[src/hw/rtl/sds_pkg.sv]
`default_nettype none

package sds_pkg;

  // Fixed field widths and the queue depth
  localparam int SAMPLE_W = 24;
  localparam int COUNT_W  = 21;
  localparam int INDEX_W  = 20;
  localparam int MAG_W    = 24;
  localparam int SQ_W     = 2 * MAG_W;
  localparam int SUM_W    = 64;
  localparam int QUEUE_DEPTH = 4;

  typedef struct packed {
    logic signed [SAMPLE_W-1:0] sample_a;
    logic signed [SAMPLE_W-1:0] sample_b;
    logic                       has_a;
    logic                       has_b;
    logic                       last_frame;
  } sds_in_t;

  typedef struct packed {
    logic [COUNT_W-1:0]  frames_compared;
    logic [COUNT_W-1:0]  differing_frames;
    logic [MAG_W-1:0]    max_abs_diff;
    logic [INDEX_W-1:0]  worst_frame;
    logic                worst_valid;
    logic [MAG_W-1:0]    rms_diff;
  } sds_out_t;

  // Frame class decided by the front end
  typedef enum logic [1:0] {
    KIND_NONE,
    KIND_LONE,
    KIND_SAME,
    KIND_DIFF
  } sds_kind_t;

  typedef struct packed {
    sds_kind_t        kind;
    logic [MAG_W-1:0] mag;
    logic             last;
  } sds_entry_t;

  typedef enum logic [1:0] {
    FIN_IDLE,
    FIN_DIV,
    FIN_SQRT,
    FIN_DONE
  } sds_fin_state_t;

endpackage

`default_nettype wire

[src/hw/rtl/stream_difference_statistics_unit.sv]
// Channel  Direction  Handshake            Payload
// frame    in         frame_valid/stall    sds_in_t: two samples, presence flags, last mark
// stats    out        stats_valid/stall    sds_out_t: counts, max delta, worst frame, rms
//
// A frame beat is taken whenever the queue has room; the front end classifies it into a
// four-entry queue and the back end accumulates one frame per cycle through a square
// stage, unless a last frame is held waiting for the finisher. A last frame starts the
// finisher: a restoring divide of the 64-bit sum by the compared count, then a
// digit-by-digit square root; when nothing was compared both are skipped.
// Frames keep flowing while the finisher runs; a second last frame waits at the
// end of the back pipe until the result register is taken, which fills the queue
// and raises frame_stall. Reset (rst, synchronous) clears statistics and control.
`default_nettype none

module stream_difference_statistics_unit import sds_pkg::*; #(
  parameter int FRAME_INDEX_BITS = 20,
  parameter int SAMPLE_BITS      = 24
) (
  input  wire logic    clk,
  input  wire logic    rst,
  input  wire logic    frame_valid,
  output logic         frame_stall,
  input  wire sds_in_t frame,
  output logic         stats_valid,
  input  wire logic    stats_stall,
  output sds_out_t     stats
);

  logic                      q_push;
  logic                      q_pop;
  logic                      q_full;
  logic                      q_empty;
  sds_entry_t                q_in;
  sds_entry_t                q_out;
  logic                      fin_busy;
  logic                      fin_start;
  sds_out_t                  fin_stats;
  logic [FRAME_INDEX_BITS:0] fin_count;
  logic [SUM_W-1:0]          fin_sum;

  sds_front #(
    .SAMPLE_BITS(SAMPLE_BITS)
  ) u_front (
    .frame_valid(frame_valid),
    .frame_stall(frame_stall),
    .frame      (frame),
    .q_full     (q_full),
    .q_push     (q_push),
    .q_entry    (q_in)
  );

  sds_queue u_queue (
    .clk      (clk),
    .rst      (rst),
    .push     (q_push),
    .push_data(q_in),
    .pop      (q_pop),
    .pop_data (q_out),
    .full     (q_full),
    .empty    (q_empty)
  );

  sds_back #(
    .FRAME_INDEX_BITS(FRAME_INDEX_BITS)
  ) u_back (
    .clk      (clk),
    .rst      (rst),
    .q_data   (q_out),
    .q_empty  (q_empty),
    .q_pop    (q_pop),
    .fin_busy (fin_busy),
    .fin_start(fin_start),
    .fin_stats(fin_stats),
    .fin_count(fin_count),
    .fin_sum  (fin_sum)
  );

  sds_finish #(
    .FRAME_INDEX_BITS(FRAME_INDEX_BITS),
    .SAMPLE_BITS     (SAMPLE_BITS)
  ) u_finish (
    .clk        (clk),
    .rst        (rst),
    .start      (fin_start),
    .stats_in   (fin_stats),
    .count      (fin_count),
    .sum        (fin_sum),
    .busy       (fin_busy),
    .stats_valid(stats_valid),
    .stats_stall(stats_stall),
    .stats      (stats)
  );

`ifndef SYNTH
  a_start_when_free: assert property (@(posedge clk) disable iff (rst)
    fin_start |-> !fin_busy) else $error("finisher started while busy");

  a_start_takes: assert property (@(posedge clk) disable iff (rst)
    fin_start |=> fin_busy) else $error("finisher did not take a last frame");

  a_pop_nonempty: assert property (@(posedge clk) disable iff (rst)
    q_pop |-> !q_empty) else $error("queue popped while empty");

  a_reset_quiet: assert property (@(posedge clk)
    rst |=> !stats_valid && !fin_busy) else $error("result pending after reset");
`endif

endmodule

`default_nettype wire

[src/hw/rtl/sds_front.sv]
`default_nettype none

module sds_front import sds_pkg::*; #(
  parameter int SAMPLE_BITS = 24
) (
  input  wire logic    frame_valid,
  output logic         frame_stall,
  input  wire sds_in_t frame,
  input  wire logic    q_full,
  output logic         q_push,
  output sds_entry_t   q_entry
);

  logic signed [SAMPLE_BITS-1:0] a_low;
  logic signed [SAMPLE_BITS-1:0] b_low;
  logic signed [SAMPLE_BITS:0]   delta;
  logic        [SAMPLE_BITS:0]   abs_delta;

  // Take the beat whenever the queue has room
  assign frame_stall = q_full;
  assign q_push      = frame_valid && !q_full;

  // Difference of the low sample bits, sign extended
  assign a_low     = frame.sample_a[SAMPLE_BITS-1:0];
  assign b_low     = frame.sample_b[SAMPLE_BITS-1:0];
  assign delta     = (SAMPLE_BITS+1)'(a_low) - (SAMPLE_BITS+1)'(b_low);
  assign abs_delta = delta[SAMPLE_BITS] ? (SAMPLE_BITS+1)'(-delta) : (SAMPLE_BITS+1)'(delta);

  // Classify the frame
  always_comb begin
    q_entry.mag  = MAG_W'(abs_delta[SAMPLE_BITS-1:0]);
    q_entry.last = frame.last_frame;
    if (frame.has_a && frame.has_b) begin
      q_entry.kind = (delta != '0) ? KIND_DIFF : KIND_SAME;
    end else if (frame.has_a || frame.has_b) begin
      q_entry.kind = KIND_LONE;
    end else begin
      q_entry.kind = KIND_NONE;
    end
  end

endmodule

`default_nettype wire

[src/hw/rtl/sds_queue.sv]
`default_nettype none

module sds_queue import sds_pkg::*; (
  input  wire logic       clk,
  input  wire logic       rst,
  input  wire logic       push,
  input  wire sds_entry_t push_data,
  input  wire logic       pop,
  output sds_entry_t      pop_data,
  output logic            full,
  output logic            empty
);

  localparam int PTR_W = $clog2(QUEUE_DEPTH);
  localparam int CNT_W = $clog2(QUEUE_DEPTH + 1);

  sds_entry_t       slots [QUEUE_DEPTH];
  logic [PTR_W-1:0] wr_ptr;
  logic [PTR_W-1:0] rd_ptr;
  logic [CNT_W-1:0] fill;

  assign full     = (fill == CNT_W'(QUEUE_DEPTH));
  assign empty    = (fill == '0);
  assign pop_data = slots[rd_ptr];

  // Advance pointers and occupancy
  always_ff @(posedge clk) begin
    if (rst) begin
      wr_ptr <= '0;
      rd_ptr <= '0;
      fill   <= '0;
    end else begin
      if (push) begin
        wr_ptr <= PTR_W'((CNT_W+1)'(wr_ptr) + 1'b1 == (CNT_W+1)'(QUEUE_DEPTH)
                         ? '0 : wr_ptr + 1'b1);
      end
      if (pop) begin
        rd_ptr <= PTR_W'((CNT_W+1)'(rd_ptr) + 1'b1 == (CNT_W+1)'(QUEUE_DEPTH)
                         ? '0 : rd_ptr + 1'b1);
      end
      if (push && !pop) begin
        fill <= fill + 1'b1;
      end else if (pop && !push) begin
        fill <= fill - 1'b1;
      end
    end
  end

  // Store the incoming beat
  always_ff @(posedge clk) begin
    if (push) begin
      slots[wr_ptr] <= push_data;
    end
  end

endmodule

`default_nettype wire

[src/hw/rtl/sds_back.sv]
`default_nettype none

module sds_back import sds_pkg::*; #(
  parameter int FRAME_INDEX_BITS = 20
) (
  input  wire logic                      clk,
  input  wire logic                      rst,
  input  wire sds_entry_t                q_data,
  input  wire logic                      q_empty,
  output logic                           q_pop,
  input  wire logic                      fin_busy,
  output logic                           fin_start,
  output sds_out_t                       fin_stats,
  output logic [FRAME_INDEX_BITS:0]      fin_count,
  output logic [SUM_W-1:0]               fin_sum
);

  localparam int CW = FRAME_INDEX_BITS + 1;

  // Pipeline stages
  logic             s1_valid;
  sds_entry_t       s1;
  logic             s2_valid;
  sds_kind_t        s2_kind;
  logic             s2_last;
  logic [MAG_W-1:0] s2_mag;
  logic [SQ_W-1:0]  s2_sq;
  logic             advance;

  // Statistics
  logic [CW-1:0]               compared_count, compared_count_next;
  logic [CW-1:0]               differ_count, differ_count_next;
  logic [SUM_W-1:0]            square_sum, square_sum_next;
  logic [MAG_W-1:0]            largest_delta, largest_delta_next;
  logic [FRAME_INDEX_BITS-1:0] largest_index, largest_index_next;
  logic                        largest_seen, largest_seen_next;
  logic [FRAME_INDEX_BITS-1:0] index;
  logic [SUM_W:0]              sum_wide;

  // Hold the pipe while a last frame waits for the finisher
  assign advance   = !(s2_valid && s2_last && fin_busy);
  assign q_pop     = advance && !q_empty;
  assign fin_start = advance && s2_valid && s2_last;

  always_ff @(posedge clk) begin
    if (rst) begin
      s1_valid <= 1'b0;
      s2_valid <= 1'b0;
    end else if (advance) begin
      s1_valid <= !q_empty;
      s2_valid <= s1_valid;
    end
  end

  // Square the magnitude between the stages
  always_ff @(posedge clk) begin
    if (advance) begin
      s1      <= q_data;
      s2_kind <= s1.kind;
      s2_last <= s1.last;
      s2_mag  <= s1.mag;
      s2_sq   <= SQ_W'(s1.mag) * SQ_W'(s1.mag);
    end
  end

  assign index    = compared_count[FRAME_INDEX_BITS] ? '1
                                                     : compared_count[FRAME_INDEX_BITS-1:0];
  assign sum_wide = (SUM_W+1)'(square_sum) + (SUM_W+1)'(s2_sq);

  // Accumulate one frame
  always_comb begin
    compared_count_next = compared_count;
    differ_count_next   = differ_count;
    square_sum_next     = square_sum;
    largest_delta_next  = largest_delta;
    largest_index_next  = largest_index;
    largest_seen_next   = largest_seen;
    unique case (s2_kind)
      KIND_DIFF: begin
        if (!differ_count[FRAME_INDEX_BITS]) differ_count_next = differ_count + 1'b1;
        if (!compared_count[FRAME_INDEX_BITS]) compared_count_next = compared_count + 1'b1;
        square_sum_next = sum_wide[SUM_W] ? '1 : sum_wide[SUM_W-1:0];
        if (s2_mag > largest_delta) begin
          largest_delta_next = s2_mag;
          largest_index_next = index;
        end
        largest_seen_next = 1'b1;
      end
      KIND_SAME: begin
        if (!compared_count[FRAME_INDEX_BITS]) compared_count_next = compared_count + 1'b1;
      end
      KIND_LONE: begin
        if (!differ_count[FRAME_INDEX_BITS]) differ_count_next = differ_count + 1'b1;
      end
      KIND_NONE: begin
      end
      default: begin
      end
    endcase
  end

  // Hand the finished statistics over
  always_comb begin
    fin_stats.frames_compared  = COUNT_W'(compared_count_next);
    fin_stats.differing_frames = COUNT_W'(differ_count_next);
    fin_stats.max_abs_diff     = largest_delta_next;
    fin_stats.worst_frame      = INDEX_W'(largest_index_next);
    fin_stats.worst_valid      = largest_seen_next;
    fin_stats.rms_diff         = '0;
    fin_count                  = compared_count_next;
    fin_sum                    = square_sum_next;
  end

  // Update or clear the statistics
  always_ff @(posedge clk) begin
    if (rst || fin_start) begin
      compared_count <= '0;
      differ_count   <= '0;
      square_sum     <= '0;
      largest_delta  <= '0;
      largest_index  <= '0;
      largest_seen   <= 1'b0;
    end else if (advance && s2_valid) begin
      compared_count <= compared_count_next;
      differ_count   <= differ_count_next;
      square_sum     <= square_sum_next;
      largest_delta  <= largest_delta_next;
      largest_index  <= largest_index_next;
      largest_seen   <= largest_seen_next;
    end
  end

endmodule

`default_nettype wire

[src/hw/rtl/sds_finish.sv]
`default_nettype none

module sds_finish import sds_pkg::*; #(
  parameter int FRAME_INDEX_BITS = 20,
  parameter int SAMPLE_BITS      = 24
) (
  input  wire logic                      clk,
  input  wire logic                      rst,
  input  wire logic                      start,
  input  wire sds_out_t                  stats_in,
  input  wire logic [FRAME_INDEX_BITS:0] count,
  input  wire logic [SUM_W-1:0]          sum,
  output logic                           busy,
  output logic                           stats_valid,
  input  wire logic                      stats_stall,
  output sds_out_t                       stats
);

  localparam int CW         = FRAME_INDEX_BITS + 1;
  localparam int ROOT_W     = SUM_W / 2;
  localparam int SREM_W     = ROOT_W + 2;
  localparam int STEP_W     = $clog2(SUM_W);
  localparam int DIV_STEPS  = SUM_W;
  localparam int SQRT_STEPS = SUM_W / 2;
  localparam logic [ROOT_W-1:0] RMS_MAX = ROOT_W'((64'd1 << SAMPLE_BITS) - 64'd1);

  sds_fin_state_t state, state_next;

  sds_out_t          res;
  logic [CW-1:0]     divisor;
  logic [SUM_W-1:0]  work;
  logic [CW-1:0]     div_rem;
  logic [STEP_W-1:0] step;
  logic [SREM_W-1:0] sq_rem;
  logic [ROOT_W-1:0] root;

  logic [CW:0]       div_shift;
  logic              div_ge;
  logic [CW:0]       div_diff;
  logic [SREM_W+1:0] sq_shift;
  logic [SREM_W+1:0] sq_trial;
  logic              sq_ge;

  // One quotient bit per cycle
  assign div_shift = {div_rem, work[SUM_W-1]};
  assign div_ge    = div_shift >= {1'b0, divisor};
  assign div_diff  = div_shift - {1'b0, divisor};

  // One root bit per cycle
  assign sq_shift = {sq_rem, work[SUM_W-1:SUM_W-2]};
  assign sq_trial = {2'b00, root, 2'b01};
  assign sq_ge    = sq_shift >= sq_trial;

  always_ff @(posedge clk) begin
    if (rst) begin
      state <= FIN_IDLE;
    end else begin
      state <= state_next;
    end
  end

  always_comb begin
    state_next  = state;
    busy        = (state != FIN_IDLE);
    stats_valid = (state == FIN_DONE);
    unique case (state)
      FIN_IDLE: begin
        if (start) state_next = (count == '0) ? FIN_DONE : FIN_DIV;
      end
      FIN_DIV: begin
        if (step == STEP_W'(DIV_STEPS - 1)) state_next = FIN_SQRT;
      end
      FIN_SQRT: begin
        if (step == STEP_W'(SQRT_STEPS - 1)) state_next = FIN_DONE;
      end
      FIN_DONE: begin
        if (!stats_stall) state_next = FIN_IDLE;
      end
      default: state_next = FIN_IDLE;
    endcase
  end

  // Datapath: load, divide, then take the root of the quotient
  always_ff @(posedge clk) begin
    if (state == FIN_IDLE && start) begin
      res     <= stats_in;
      divisor <= count;
      work    <= sum;
      div_rem <= '0;
      step    <= '0;
      sq_rem  <= '0;
      root    <= '0;
    end else if (state == FIN_DIV) begin
      work    <= {work[SUM_W-2:0], div_ge};
      div_rem <= div_ge ? div_diff[CW-1:0] : div_shift[CW-1:0];
      step    <= step + 1'b1;
    end else if (state == FIN_SQRT) begin
      work   <= {work[SUM_W-3:0], 2'b00};
      sq_rem <= sq_ge ? SREM_W'(sq_shift - sq_trial) : SREM_W'(sq_shift);
      root   <= {root[ROOT_W-2:0], sq_ge};
      step   <= step + 1'b1;
    end
  end

  // Present the result with the saturated root
  always_comb begin
    stats          = res;
    stats.rms_diff = MAG_W'((root > RMS_MAX) ? RMS_MAX : root);
  end

endmodule

`default_nettype wire

[config.mk]
export PLATFORM = sky130hd
export DESIGN_NAME = stream_difference_statistics_unit
export DESIGN_NICKNAME = d
export VERILOG_FILES = /design/src/hw/rtl/sds_pkg.sv /design/src/hw/rtl/stream_difference_statistics_unit.sv /design/src/hw/rtl/sds_front.sv /design/src/hw/rtl/sds_queue.sv /design/src/hw/rtl/sds_back.sv /design/src/hw/rtl/sds_finish.sv
export SDC_FILE = /design/constraint.sdc
export NUM_CORES = 2
export LEC_CHECK = 0
export BUFFER_PORTS_ARGS = -buffer_cell sky130_fd_sc_hd__buf_2
export CAP_MARGIN = 5
export CORE_MARGIN = 2
export CORE_UTILIZATION = 56
export CTS_BUF_LIST = sky130_fd_sc_hd__clkbuf_4 sky130_fd_sc_hd__clkbuf_8 sky130_fd_sc_hd__clkbuf_16
export DETAILED_ROUTE_END_ITERATION = 16
export GPL_TIMING_DRIVEN = 0
export PLACE_DENSITY = 0.73
export SLEW_MARGIN = 0
export SYNTH_ARGS = -nofsm -noshare
export SYNTH_HDL_FRONTEND = slang
export SYNTH_SLANG_ARGS = --single-unit
[constraint.sdc]
create_clock -name clk -period 11.3 [get_ports clk]
set_clock_uncertainty 0.1 [all_clocks]
set_input_delay 1.13 -clock clk [delete_from_list [all_inputs] [get_ports clk]]
set_output_delay 1.13 -clock clk [all_outputs]
set_load 0.03 [all_outputs]
==> results by group <==
Run status
  – Status: finished clean

Clock network
  – TritonCTS Buffers: 70
  – Reg clk slew, reported paths: 60 ps
  – Setup Buffers After CTS: 0
  – Clk sinks: 614
  – Clk Latency, worst-skew pair: 630 ps
  – Hold buffers post-CTS: 0
  – CTS tree: yes
  – H-tree depth reported by CTS: 3
  – Clock Tree Buf Depth: 3
  – Post-CTS sizing: 0
  – CTS root buf: clkbuf_16

Worst setup path
  – Worst EP required: 11550 ps
  – Crit. End Element: flip-flop
  – Worst setup path class: reg2reg
  – Startpoint Class: flip-flop
  – CP arrival: 9340 ps
  – CP Max Fanout: 10

Floorplanning
  – Die Span Y: 300 um
  – Die ar.: 90300 um2
  – Horiz. Die Dim: 300 um
  – Top Ports: 168
  – FP Rows: 108
  – Core area: 86900 um2
  – Initial core utilization: 56.6%

Timing
  – RSZ-0062 raised after global routing: no
  – Final TNS setup: 0 ps
  – Slew headroom: 31.8%
  – Min Tclk post-route: 9080 ps
  – Final Max Tran Viols: 0
  – Final setup vio count: 0
  – Max Fclk: 110 MHz
  – Period utilisation layout: 80.4%
  – Final Hold Fails: 0
  – Least-Margin Pin Slew: 1020 ps

Yosys
  – Gate Count Post-Synth: 4969
  – #FFs+latches synth: 614
  – Post-synth net total: 5802
  – Sequential cell area fraction in the yosys report: 32.3%
  – Area leader, netlist: edfxtp_1
  – Syn_area_per_cell: 9.90 um2
  – Ys flop type: edfxtp_1
  – Share of the synthesized area in the top cell type: 21.9%
  – Yosys warns: 0
  – EDFF count, synth: 359
  – Post-synth cell types: 91
  – Synthesized area: 49200 um2
  – Ys async rst share: 0%
  – Synth top area cells: edfxtp_1, fa_1, dfxtp_1

Place
  – Final GP Congestion: 0.967
  – Port buffer count: 167
  – HPWL after DPL: 97900 um

Routing
  – Avg WL per Cell: 19.8 um
  – DRC: 0
  – Vias post-DR: 37200
  – Initial detailed-routing violation count: 2898
  – Routed Antenna Nets: 0
  – Post-DR vias/cell: 5.79
  – Routed wire length: 127000 um
  – Pre-antenna DRT Iters: 5

Worst hold path
  – Hold WC Path Type: reg2reg

GRT
  – Initial antenna violation count: 2
  – GRT Total Usage: 28.5%
  – Pin count of the biggest net entering global routing: 65
  – Aggregate global routing overflow: 0
  – First-pass GRT wire length: 202000 um
  – Vias in the first global route: 37400

Finish
  – Nets: 6048
  – Layout area overhead: 10.1%
  – Share of layout cells above drive strength 1: 8.80%

Flow run
  – Max Cap Viol: 0
==> path summary, 6_finish.rpt <==
check / to / start / cells past startpoint / slack, ps
setup / recovery: u_back.s2_sq[47]$_DFFE_PN_ / u_back.s1[19]$_DFFE_PN_ / 27 / 2220
hold / removal: u_back.s2_kind[1]$_DFFE_PN_ / u_back.s1[26]$_DFFE_PN_ / 0 / 320
setup reg to reg: u_back.s2_sq[47]$_DFFE_PN_ / u_back.s1[19]$_DFFE_PN_ / 27 / 2220
hold reg to reg: u_back.s2_kind[1]$_DFFE_PN_ / u_back.s1[26]$_DFFE_PN_ / 0 / 320
==> placed cells by master, fill, tap and decap left out, types with 13 or more instances in the layout <==
cell and n:
nand2b_1 24, clkinv_2 17, a311oi_1 13, mux2i_1 122
nor2_1 298, a21oi_1 215, o221ai_1 49, ha_1 344
mux2_2 28, inv_1 740, o21bai_1 21, dfxtp_1 255
nand4_1 60, fa_1 434, a211oi_1 60, a21o_1 85
nor2b_1 30, xor2_1 115, buf_2 185, or3_1 24
clkbuf_1 198, nand2_1 380, nor3_1 50, o21ai_1 21
edfxtp_1 359, nand3_1 120, o221a_2 46, xnor2_1 142
o211ai_1 22, clkbuf_16 77, o21ai_0 210, mux4_2 27
o31ai_1 38, and3_1 40, and2_1 128, o21a_1 25
nor4_1 13, a31oi_1 33, buf_1 14
==> cell type report <==
type / instances / area (um2)
repair buffers: 174 / 968
inverters: 742 / 2790
clock buffers: 88 / 2030
plain buffers: 235 / 928
clock inverters: 39 / 467
multi-input cells: 3378 / 29600
diodes: 2 / 5.00
fillers: 7062 / 32700
well taps: 1155 / 1450
flip-flops and latches: 614 / 15900
==> registers in the layout, indices dropped and copies added, names as in the netlist, 27 cells and up <==
name and flops:
u_finish.stats 66, u_finish.work 64, u_finish.sq_rem 34, u_back.s1 27
u_queue.slots 108, u_back.s2_sq 47, u_finish.root 32, u_back.square_sum 64
==> per-stage QoR <==
step	util (%)	hold WS, ps	area, um2	cells	setup WS (ps)
after floorplan	-	300	49200	4969	4030
after global placement	59.3	305	51500	6291	2290
after detailed placement	59.4	308	51700	6298	2270
after CTS	62.3	319	54100	6425	2220
after global routing	62.3	323	54100	6425	1790
final	62.3	317	54200	6427	2220
==> cells by family (layout without fill, tap and decap cells) <==
family	count (synthesis)	in the layout	share of synthesized area, %
adders and majority gates	778	778	26.4
muxes	177	177	4.36
AOI/OAI and AO/OA	951	951	13.1
buffers and inverters	977	1278	7.54
and+or+nand+nor	1214	1214	11.8
other	0	2	0
DFF	614	614	32.3
xor gates and xnor gates	258	258	4.61
==> per-layer routing <==
layer | vias to the layer above | share of wire [%] | routed length (um) | global-route usage, %
met3 | 312 | 6.5 | 8250 | 4.53
met5 | - | 0 | 0 | 0
met4 | 0 | 4.6 | 5820 | 12.4
met1 | 18100 | 42 | 53000 | 37.3
li1 | 17500 | - | - | -
met2 | 1276 | 47 | 60000 | 46.9
==> Yosys cell counts, types with 60 or more instances <==
master and n:
clkbuf_1 199, a211oi_1 60, fa_1 434, dfxtp_1 255, xnor2_1 142, ha_1 344
nand2_1 380, a21oi_1 215, nand4_1 60, mux2i_1 122, xor2_1 115, a21o_1 85
inv_1 741, nand3_1 120, and2_1 130, nor2_1 298, o21ai_0 210, edfxtp_1 359
==> worst max-delay path, cell delays in order (launching register included) <==
cell,delay (ps)
edfxtp_1,650
clkbuf_1,630
clkbuf_1,690
nand2_1,160
fa_1,530
inv_1,70
fa_1,490
fa_1,500
inv_1,50
fa_1,500
inv_1,50
fa_1,460
fa_1,540
inv_1,50
fa_1,520
inv_1,40
ha_1,280
clkbuf_1,190
a21oi_1,280
o21ai_0,150
a221o_1,340
o41a_1,310
a31oi_1,360
o21ai_1,190
nand2_1,130
a31oi_1,110
o41ai_1,330
xnor2_1,110
Power is not shown: default switching activity piles up to over one toggle a cycle in this logic, so the estimate is an artifact.
